==> config.mk <==
export PLATFORM = sky130hd
export DESIGN_NAME = calendar_day_counter
export DESIGN_NICKNAME = d
export VERILOG_FILES = /design/src/sv/caldc_pkg.sv /design/src/sv/caldc_rem.sv /design/src/sv/calendar_day_counter.sv
export SDC_FILE = /design/constraint.sdc
export NUM_CORES = 2
export LEC_CHECK = 0
export BUFFER_PORTS_ARGS = -buffer_cell sky130_fd_sc_hd__buf_2
export CORE_MARGIN = 5
export CORE_UTILIZATION = 35
export CTS_BUF_LIST = sky130_fd_sc_hd__clkbuf_8
export CTS_CLUSTER_SIZE = 20
export DETAILED_ROUTE_END_ITERATION = 6
export SLEW_MARGIN = 20
export SYNTH_ARGS = -nofsm -noshare
export SYNTH_HDL_FRONTEND = slang
export SYNTH_HIERARCHICAL = 1
export SYNTH_SLANG_ARGS = --single-unit
==> constraint.sdc <==
create_clock -name clk -period 5.3 [get_ports clk]
set_clock_uncertainty 0.05 [all_clocks]
set_input_delay 0 -clock clk [delete_from_list [all_inputs] [get_ports clk]]
set_output_delay 0 -clock clk [all_outputs]
set_load 0.03 [all_outputs]
==> src/sv/caldc_pkg.sv <==
// caldc_pkg: shared types and constants of the calendar day counter.
// No dependencies; imported by caldc_rem, calendar_day_counter and tb_top.
package caldc_pkg;

  // Field widths fixed by the item format
  localparam int CMD_W    = 2;
  localparam int MONTH_W  = 5;
  localparam int BASE_W   = 10;
  localparam int SLOT_W   = 2;
  localparam int PERIOD_W = 16;
  localparam int YEAR_W   = 16;
  localparam int YMAG_W   = 17;   // magnitude of a 16-bit signed year
  localparam int DIM_W    = 11;
  localparam int DBM_W    = 14;
  localparam int DIY_W    = 15;
  localparam int MCNT_W   = 5;

  // Steps of the remainder unit, one dividend bit each
  localparam int REM_STEPS = YMAG_W;
  localparam int STEP_W    = $clog2(REM_STEPS + 1);

  localparam logic [DBM_W-1:0] DBM_MAX = '1;
  localparam logic [DIY_W-1:0] DIY_MAX = '1;

  typedef enum logic [CMD_W-1:0] {
    CMD_BASE  = 2'd0,
    CMD_RULE  = 2'd1,
    CMD_QUERY = 2'd2,
    CMD_NONE  = 2'd3
  } cmd_t;

  typedef enum logic [2:0] {
    ST_IDLE,
    ST_LRD,
    ST_RULE,
    ST_DIV,
    ST_ACC,
    ST_DONE
  } state_t;

  // Status of the remainder unit toward the sequencer
  typedef struct packed {
    logic done;
    logic rem_zero;
  } rem_sts_t;

endpackage

==> src/sv/caldc_rem.sv <==
// caldc_rem: restoring remainder unit, one dividend bit per cycle.
// Tells whether a year magnitude is a multiple of a leap period. Uses caldc_pkg.
module caldc_rem (
  input  logic                           clk,
  input  logic                           rst_n,
  input  logic                           start,
  input  logic [caldc_pkg::YMAG_W-1:0]   dividend,
  input  logic [caldc_pkg::PERIOD_W-1:0] divisor,
  output caldc_pkg::rem_sts_t            sts
);
  import caldc_pkg::*;

  logic                run_r, run_nxt;
  logic                done_r, done_nxt;
  logic [STEP_W-1:0]   cnt_r, cnt_nxt;
  logic [YMAG_W-1:0]   rem_r, rem_nxt;
  logic [YMAG_W-1:0]   q_r, q_nxt;
  logic [PERIOD_W-1:0] div_r, div_nxt;
  logic [YMAG_W-1:0]   trial;

  // The partial remainder stays below the divisor, so its top bit is spare
  assign trial = {rem_r[YMAG_W-2:0], q_r[YMAG_W-1]};

  always_comb begin
    run_nxt  = run_r;
    done_nxt = 1'b0;
    cnt_nxt  = cnt_r;
    rem_nxt  = rem_r;
    q_nxt    = q_r;
    div_nxt  = div_r;
    if (start) begin
      run_nxt = 1'b1;
      cnt_nxt = '0;
      rem_nxt = '0;
      q_nxt   = dividend;
      div_nxt = divisor;
    end else if (run_r) begin
      if (trial >= {1'b0, div_r}) begin
        rem_nxt = trial - {1'b0, div_r};
      end else begin
        rem_nxt = trial;
      end
      q_nxt   = {q_r[YMAG_W-2:0], 1'b0};
      cnt_nxt = cnt_r + 1'b1;
      if (cnt_r == STEP_W'(REM_STEPS - 1)) begin
        run_nxt  = 1'b0;
        done_nxt = 1'b1;
      end
    end
  end

  always_ff @(posedge clk) begin
    if (!rst_n) begin
      run_r  <= 1'b0;
      done_r <= 1'b0;
      cnt_r  <= '0;
    end else begin
      run_r  <= run_nxt;
      done_r <= done_nxt;
      cnt_r  <= cnt_nxt;
    end
  end

  always_ff @(posedge clk) begin
    rem_r <= rem_nxt;
    q_r   <= q_nxt;
    div_r <= div_nxt;
  end

  assign sts.done     = done_r;
  assign sts.rem_zero = (rem_r == '0);

endmodule

==> src/sv/calendar_day_counter.sv <==
// calendar_day_counter: programmable calendar table with base days and leap rules.
// Depends on caldc_pkg and caldc_rem.
//
// Write items (base days, leap rule) give no result. A query item walks every month up
// to month_count, capped at MAX_MONTHS, and every leap rule of those months, reading
// both tables from synchronous memories, and returns one result strobed on out_valid
// for one cycle. Each enabled rule is run in the shared bit-serial remainder unit
// (17 steps). busy stays high until the result has been issued.
// Results cannot be held off by the receiver. Both tables read as zero after reset.
module calendar_day_counter #(
  parameter int MAX_MONTHS      = 16,
  parameter int RULES_PER_MONTH = 4
) (
  input  logic                            clk,
  input  logic                            rst_n,
  // command channel
  input  logic                            start,
  output logic                            busy,
  input  logic [caldc_pkg::CMD_W-1:0]     in_command,
  input  logic [caldc_pkg::MONTH_W-1:0]   in_month,
  input  logic [caldc_pkg::BASE_W-1:0]    in_base_days,
  input  logic [caldc_pkg::SLOT_W-1:0]    in_rule_slot,
  input  logic [caldc_pkg::PERIOD_W-1:0]  in_period,
  input  logic signed [caldc_pkg::YEAR_W-1:0] in_year,
  // result channel
  output logic                            out_valid,
  output logic [caldc_pkg::DIM_W-1:0]     out_days_in_month,
  output logic [caldc_pkg::DBM_W-1:0]     out_days_before_month,
  output logic [caldc_pkg::DIY_W-1:0]     out_days_in_year,
  output logic                            out_month_valid,
  // configuration port
  input  logic                            psel,
  input  logic                            penable,
  input  logic                            pwrite,
  input  logic [2:0]                      paddr,
  input  logic [31:0]                     pwdata,
  output logic [31:0]                     prdata,
  output logic                            pready
);
  import caldc_pkg::*;

  localparam int LEAP_DEPTH = MAX_MONTHS * RULES_PER_MONTH;
  localparam int MI_W  = (MAX_MONTHS > 1) ? $clog2(MAX_MONTHS) : 1;
  localparam int RI_W  = (RULES_PER_MONTH > 1) ? $clog2(RULES_PER_MONTH) : 1;
  localparam int LA_W  = (LEAP_DEPTH > 1) ? $clog2(LEAP_DEPTH) : 1;
  localparam int N_W   = $clog2(MAX_MONTHS + 1);
  localparam int SUM_W = $clog2(MAX_MONTHS * (1023 + RULES_PER_MONTH) + 1);

  // ---------------- configuration ----------------
  logic [MCNT_W-1:0] month_count_r;
  logic              cfg_wr;

  assign pready = 1'b1;
  assign cfg_wr = psel && penable && pwrite && !paddr[2];
  assign prdata = paddr[2] ? 32'd0 : 32'(month_count_r);

  always_ff @(posedge clk) begin
    if (!rst_n) begin
      month_count_r <= '0;
    end else if (cfg_wr) begin
      month_count_r <= pwdata[MCNT_W-1:0];
    end
  end

  // ---------------- control registers ----------------
  state_t              state_r, state_nxt;
  logic [MONTH_W-1:0]  mon_r, mon_nxt;
  logic [N_W-1:0]      n_r, n_nxt;
  logic [YMAG_W-1:0]   ymag_r, ymag_nxt;
  logic [MI_W-1:0]     i_r, i_nxt;
  logic [RI_W-1:0]     r_r, r_nxt;
  logic [DIM_W-1:0]    day_r, day_nxt;
  logic [DIM_W-1:0]    dim_r, dim_nxt;
  logic [SUM_W-1:0]    tot_r, tot_nxt;
  logic [SUM_W-1:0]    bef_r, bef_nxt;
  logic                valid_r, valid_nxt;
  logic                out_valid_r, out_valid_nxt;
  logic [DIM_W-1:0]    out_dim_r, out_dim_nxt;
  logic [DBM_W-1:0]    out_dbm_r, out_dbm_nxt;
  logic [DIY_W-1:0]    out_diy_r, out_diy_nxt;
  logic                out_mv_r, out_mv_nxt;

  logic                accept;
  logic                wr_month_ok;
  logic                base_we, leap_we;
  logic [MI_W-1:0]     base_wa;
  logic [LA_W-1:0]     leap_wa, leap_ra;
  logic [N_W-1:0]      n_eff;
  logic [YMAG_W-1:0]   ymag_in;
  logic                div_start;
  rem_sts_t            rem_sts;

  // ---------------- tables ----------------
  logic [BASE_W-1:0]   base_mem [MAX_MONTHS];
  logic [PERIOD_W-1:0] leap_mem [LEAP_DEPTH];
  logic [MAX_MONTHS-1:0] base_vld_r;
  logic [LEAP_DEPTH-1:0] leap_vld_r;
  logic [BASE_W-1:0]   base_q;
  logic [PERIOD_W-1:0] leap_q;
  logic                base_vq, leap_vq;
  logic [BASE_W-1:0]   base_val;
  logic [PERIOD_W-1:0] leap_val;

  assign accept      = start && (state_r == ST_IDLE);
  assign busy        = (state_r != ST_IDLE);
  assign wr_month_ok = (in_month != '0) && (32'(in_month) <= MAX_MONTHS);
  assign base_we     = accept && (in_command == CMD_BASE) && wr_month_ok;
  assign leap_we     = accept && (in_command == CMD_RULE) && wr_month_ok &&
                       (32'(in_rule_slot) < RULES_PER_MONTH);
  assign base_wa     = MI_W'(32'(in_month) - 1);
  assign leap_wa     = LA_W'((32'(in_month) - 1) * RULES_PER_MONTH + 32'(in_rule_slot));
  assign leap_ra     = LA_W'(32'(i_r) * RULES_PER_MONTH + 32'(r_r));

  always_ff @(posedge clk) begin
    if (base_we) begin
      base_mem[base_wa] <= in_base_days;
    end
    base_q <= base_mem[i_r];
  end

  always_ff @(posedge clk) begin
    if (leap_we) begin
      leap_mem[leap_wa] <= in_period;
    end
    leap_q <= leap_mem[leap_ra];
  end

  // Entries never written read as zero
  always_ff @(posedge clk) begin
    if (!rst_n) begin
      base_vld_r <= '0;
      leap_vld_r <= '0;
      base_vq    <= 1'b0;
      leap_vq    <= 1'b0;
    end else begin
      if (base_we) begin
        base_vld_r[base_wa] <= 1'b1;
      end
      if (leap_we) begin
        leap_vld_r[leap_wa] <= 1'b1;
      end
      base_vq <= base_vld_r[i_r];
      leap_vq <= leap_vld_r[leap_ra];
    end
  end

  assign base_val = base_vq ? base_q : '0;
  assign leap_val = leap_vq ? leap_q : '0;

  // ---------------- query setup ----------------
  assign n_eff   = (32'(month_count_r) > MAX_MONTHS) ? N_W'(MAX_MONTHS)
                                                      : N_W'(month_count_r);
  assign ymag_in = in_year[YEAR_W-1] ? YMAG_W'(18'h10000 - 18'(unsigned'(in_year)))
                                     : YMAG_W'(unsigned'(in_year));

  caldc_rem u_rem (
    .clk      (clk),
    .rst_n    (rst_n),
    .start    (div_start),
    .dividend (ymag_r),
    .divisor  (leap_val),
    .sts      (rem_sts)
  );

  // ---------------- sequencer ----------------
  always_comb begin
    state_nxt     = state_r;
    mon_nxt       = mon_r;
    n_nxt         = n_r;
    ymag_nxt      = ymag_r;
    i_nxt         = i_r;
    r_nxt         = r_r;
    day_nxt       = day_r;
    dim_nxt       = dim_r;
    tot_nxt       = tot_r;
    bef_nxt       = bef_r;
    valid_nxt     = valid_r;
    out_valid_nxt = 1'b0;
    out_dim_nxt   = out_dim_r;
    out_dbm_nxt   = out_dbm_r;
    out_diy_nxt   = out_diy_r;
    out_mv_nxt    = out_mv_r;
    div_start     = 1'b0;

    case (state_r)
      ST_IDLE: begin
        if (accept && (in_command == CMD_QUERY)) begin
          mon_nxt   = in_month;
          n_nxt     = n_eff;
          ymag_nxt  = ymag_in;
          i_nxt     = '0;
          r_nxt     = '0;
          dim_nxt   = '0;
          tot_nxt   = '0;
          bef_nxt   = '0;
          valid_nxt = (in_month != '0) && (32'(in_month) <= 32'(n_eff));
          state_nxt = (n_eff == '0) ? ST_DONE : ST_LRD;
        end
      end
      ST_LRD: begin
        // table reads for month i, rule r are in flight
        state_nxt = ST_RULE;
      end
      ST_RULE: begin
        if (r_r == '0) begin
          day_nxt = DIM_W'(base_val);
        end
        if (leap_val != '0) begin
          div_start = 1'b1;
          state_nxt = ST_DIV;
        end else if (32'(r_r) == RULES_PER_MONTH - 1) begin
          r_nxt     = '0;
          state_nxt = ST_ACC;
        end else begin
          r_nxt     = r_r + 1'b1;
          state_nxt = ST_LRD;
        end
      end
      ST_DIV: begin
        if (rem_sts.done) begin
          if (rem_sts.rem_zero) begin
            day_nxt = day_r + 1'b1;
          end
          if (32'(r_r) == RULES_PER_MONTH - 1) begin
            r_nxt     = '0;
            state_nxt = ST_ACC;
          end else begin
            r_nxt     = r_r + 1'b1;
            state_nxt = ST_LRD;
          end
        end
      end
      ST_ACC: begin
        tot_nxt = tot_r + SUM_W'(day_r);
        if (valid_r && (32'(i_r) + 1 < 32'(mon_r))) begin
          bef_nxt = bef_r + SUM_W'(day_r);
        end
        if (valid_r && (32'(i_r) + 1 == 32'(mon_r))) begin
          dim_nxt = day_r;
        end
        if (32'(i_r) + 1 == 32'(n_r)) begin
          state_nxt = ST_DONE;
        end else begin
          i_nxt     = i_r + 1'b1;
          state_nxt = ST_LRD;
        end
      end
      ST_DONE: begin
        out_valid_nxt = 1'b1;
        out_dim_nxt   = dim_r;
        out_dbm_nxt   = (32'(bef_r) > 32'(DBM_MAX)) ? DBM_MAX : DBM_W'(bef_r);
        out_diy_nxt   = (32'(tot_r) > 32'(DIY_MAX)) ? DIY_MAX : DIY_W'(tot_r);
        out_mv_nxt    = valid_r;
        state_nxt     = ST_IDLE;
      end
      default: begin
        state_nxt = ST_IDLE;
      end
    endcase
  end

  always_ff @(posedge clk) begin
    if (!rst_n) begin
      state_r     <= ST_IDLE;
      out_valid_r <= 1'b0;
    end else begin
      state_r     <= state_nxt;
      out_valid_r <= out_valid_nxt;
    end
  end

  always_ff @(posedge clk) begin
    mon_r     <= mon_nxt;
    n_r       <= n_nxt;
    ymag_r    <= ymag_nxt;
    i_r       <= i_nxt;
    r_r       <= r_nxt;
    day_r     <= day_nxt;
    dim_r     <= dim_nxt;
    tot_r     <= tot_nxt;
    bef_r     <= bef_nxt;
    valid_r   <= valid_nxt;
    out_dim_r <= out_dim_nxt;
    out_dbm_r <= out_dbm_nxt;
    out_diy_r <= out_diy_nxt;
    out_mv_r  <= out_mv_nxt;
  end

  assign out_valid             = out_valid_r;
  assign out_days_in_month     = out_dim_r;
  assign out_days_before_month = out_dbm_r;
  assign out_days_in_year      = out_diy_r;
  assign out_month_valid       = out_mv_r;

endmodule

==> flow_metrics.py <==
metrics = {
    "status": {
        "status": "complete, no violations",
    },
    "drt": {
        "firstDrtPassIters": 5,
        "vias": 31600,
        "ant_nets": 0,
        "wl_mm": 144,
        "wl_per_cell_um": 23.5,
        "drt_iter0_drc": 3112,
        "via_per_inst": 5.18,
        "drc": 0,
    },
    "clock_network": {
        "cts_tree": "built",
        "cts.sinks": 1485,
        "clock-root-buffer": "clkbuf_8",
        "cts_htree_levels": 4,
        "cts_buffer_depth": 3,
        "clk_pin_slew_ns": 0.06,
        "post_cts_resized": 0,
        "clkLatencyLatePin_ns": 0.95,
        "post_cts_buffers": 0,
        "cts_buffers": 233,
    },
    "synth": {
        "synth-main-ff-cell": "edfxtp_1",
        "synthArstFlopShare_pct": 0,
        "synth_top_cell_by_area": "edfxtp_1",
        "synth_cell_types": 74,
        "syn_inst": 3235,
        "synth-edff-count": 1344,
        "avgSynthCellArea_sq_um": 18.3,
        "yosys_warnings": 6,
        "synthTopCellsByArea": "edfxtp_1 (68%), mux4_2 (12%), dfxtp_1 (4.8%)",
        "synth-seq-area-share_pct": 72.9,
        "synth_top_area_share_pct": 68.1,
        "ys_seq_elements": 1485,
        "synth_area_sq_mm": 0.0593,
    },
    "sta": {
        "worst_slew_pin_slew_ns": 1.06,
        "max_freq_ghz": 0.264,
        "max_slew_margin_pct": 29.2,
        "hold_violations": 0,
        "hold_ws_ns": 0.143,
        "tns_ns": 0,
        "post-route-period-util_pct": 71.4,
        "period_needed_ns": 3.79,
        "drv_slew": 0,
        "setup_slack_ns": 1.51,
        "setup_viol": 0,
        "rsz0062_at_grt": "no",
    },
    "setup_path": {
        "critical-path-slowest-cell": "dfxtp_1",
        "startpoint_type": "flip-flop",
        "path_cells": "nor3_1, nand4_1, nor2_1, nand3_1, dlygate4sd3_1, buf_4, nor2_1, buf_4",
        "cp_top_family": "simple AND/OR/NAND/NOR gates",
        "cp-end-kind": "flip-flop",
        "critPathKind": "flip-flop to flip-flop",
        "arrival_ns": 4.35,
        "crit_required_ns": 5.86,
        "cpPeakStageDelay_ns": 0.58,
        "crit_buf_inv": 3,
        "cp_max_fo": 25,
    },
    "placement": {
        "placed_cell_area_sq_mm": 0.0629,
        "dp_hpwl_mm": 86.1,
        "gp_congestion": 0.829,
        "dp_slack_ns": 1.50,
        "portBuffers": 110,
    },
    "grt": {
        "grt_pass1_vias": 32200,
        "grt_overflow": 0,
        "top_usage_layer": "met2",
        "use_met3_pct": 3.40,
        "grt_pass1_wl_mm": 213,
        "use_met2_pct": 25.2,
        "grt_use_met1_pct": 22.5,
        "grtUsageTotal_pct": 15.9,
        "antenna_found_initial": 10,
        "grt_start_max_net_pins": 91,
    },
    "finish": {
        "fin_nets": 3837,
        "drive_above_1_share_pct": 24.3,
        "ff_latch_area_sq_mm": 0.0432,
        "final_common_cell": "edfxtp_1",
        "syn_to_final_growth_pct": 16.1,
        "multi_input_area_sq_mm": 0.0149,
        "fillers": 15200,
        "postLayoutCellArea_sq_mm": 0.0688,
        "layout_common_cells": "edfxtp_1 (1344), mux4_2 (313), clkbuf_8 (267), nor2_1 (188), inv_1 (142)",
        "final_core_util_pct": 40.7,
    },
    "pwr": {
        "pwr-share-clk_pct": 37.0,
        "p_int_uw": 19200,
        "pwr-share-comb_pct": 11.7,
        "power_density_mw_per_mm2": 374,
        "swShare_pct": 25.5,
        "leakagePower_uw": 0.0229,
        "peakVddDrop_mv": 0.303,
        "p_seq_share_pct": 51.3,
        "power.switching_uw": 6550,
    },
    "die": {
        "io_pins": 168,
        "initial_core_util_pct": 35.1,
        "die_h_um": 422,
        "die_area_sq_mm": 0.178,
        "row_count": 151,
        "core_sq_mm": 0.169,
        "die_w_um": 422,
    },
    "worst_hold_path": {
        "min_path_type": "primary input to flip-flop",
    },
    "flow_run": {
        "maxCapViolCount": 0,
    },
}
[power by group through the flow]
| stage | logic [uW] | registers (uW) | clock network [uW] |
|---|---|---|---|
| final | 3000 | 13200 | 9520 |
| after detailed placement | 2900 | 13400 | 0 |
| after floorplan | 1980 | 13400 | 0 |
| after global routing | 3240 | 13200 | 10300 |
| after CTS | 2990 | 13200 | 9770 |
| after global placement | 2880 | 13400 | 0 |
[layer usage]
| metal | share of wire [%] | vias to the layer above |
|---|---|---|
| met2 | 47 | 1064 |
| met5 | 0 | - |
| met1 | 44 | 16500 |
| li1 | - | 13900 |
| met4 | 1.9 | 0 |
| met3 | 6.9 | 196 |
[logic make-up (layout without fill, tap and decap cells)]
logic type               count (synthesis)  count (layout)  synth area share [%]
other                                    2              35                0.0127
buffers and inverters                  250             871                  2.18
adder cells (fa/ha/maj)                 64              64                  1.39
flip-flops                            1485            1485                  72.9
AO/OA/AOI/OAI                          473             473                  5.46
multiplexers                           373             373                  12.9
XOR/XNOR                                56              56                 0.828
AND/OR/NAND/NOR                        532             532                  4.32
[area by class of cell]
type,instances,area share [%]
Antenna cell,6,0.0218
Clock buffer,267,5.34
Clock inverter,170,1.47
Inverter,57,0.311
Multi-Input combinational cell,1527,21.7
Sequential cell,1485,62.7
Tap cell,2218,4.03
Timing Repair Buffer,377,4.39
[registers in the layout, indices dropped and copies added (netlist names), 15 cells and up]
register,count
leap_mem,1024
base_mem,160
leap_q,16
tot_r,15
u_rem/q_r,17
leap_vld_r,64
u_rem/div_r,16
ymag_r,17
base_vld_r,16
out_days_in_year,15
bef_r,15
u_rem/rem_r,17
[synth_stat cells (49+ instances only)]
cell type	n
clkbuf_1	77
a22oi_1	78
o21a_1	93
dfxtp_1	141
inv_1	56
nor2_1	193
o21ai_0	61
a21oi_1	67
mux4_2	313
nand3_1	49
nand2_1	89
ha_1	61
edfxtp_1	1344
[worst reg2reg max path: cells and delay by family (launching register included)]
family / cells / cell delay, ns
AND/OR/NAND/NOR: 5 / 1.69
buffers and inverters: 3 / 1.16
flip-flops: 1 / 0.58
[path summary, 6_finish.rpt]
path	slack, ns	cells past startpoint	to	start
hold reg to reg	0.36	0	out_days_in_month[0]	dim_r[0]
setup / recovery	1.51	8	leap_mem[50][7]	state_r[2]
hold / removal	0.14	5	valid_r	in_month[4]
setup reg to reg	1.51	8	leap_mem[50][7]	state_r[2]
[stage by stage]
stage                     power (uW)  cells
final                          25700   6107
after floorplan                15300   3262
after CTS                      26000   6100
after detailed placement       16300   5540
after global placement         16300   5538
after global routing           26800   6104
[timing repair]
action                                  4_1_cts  5_1_grt
endpoints found under the setup margin        0        0
hold buffers                                123        0
hold endpoints to repair                   1664        0
Note: power is estimated with default switching activity, not from simulation.
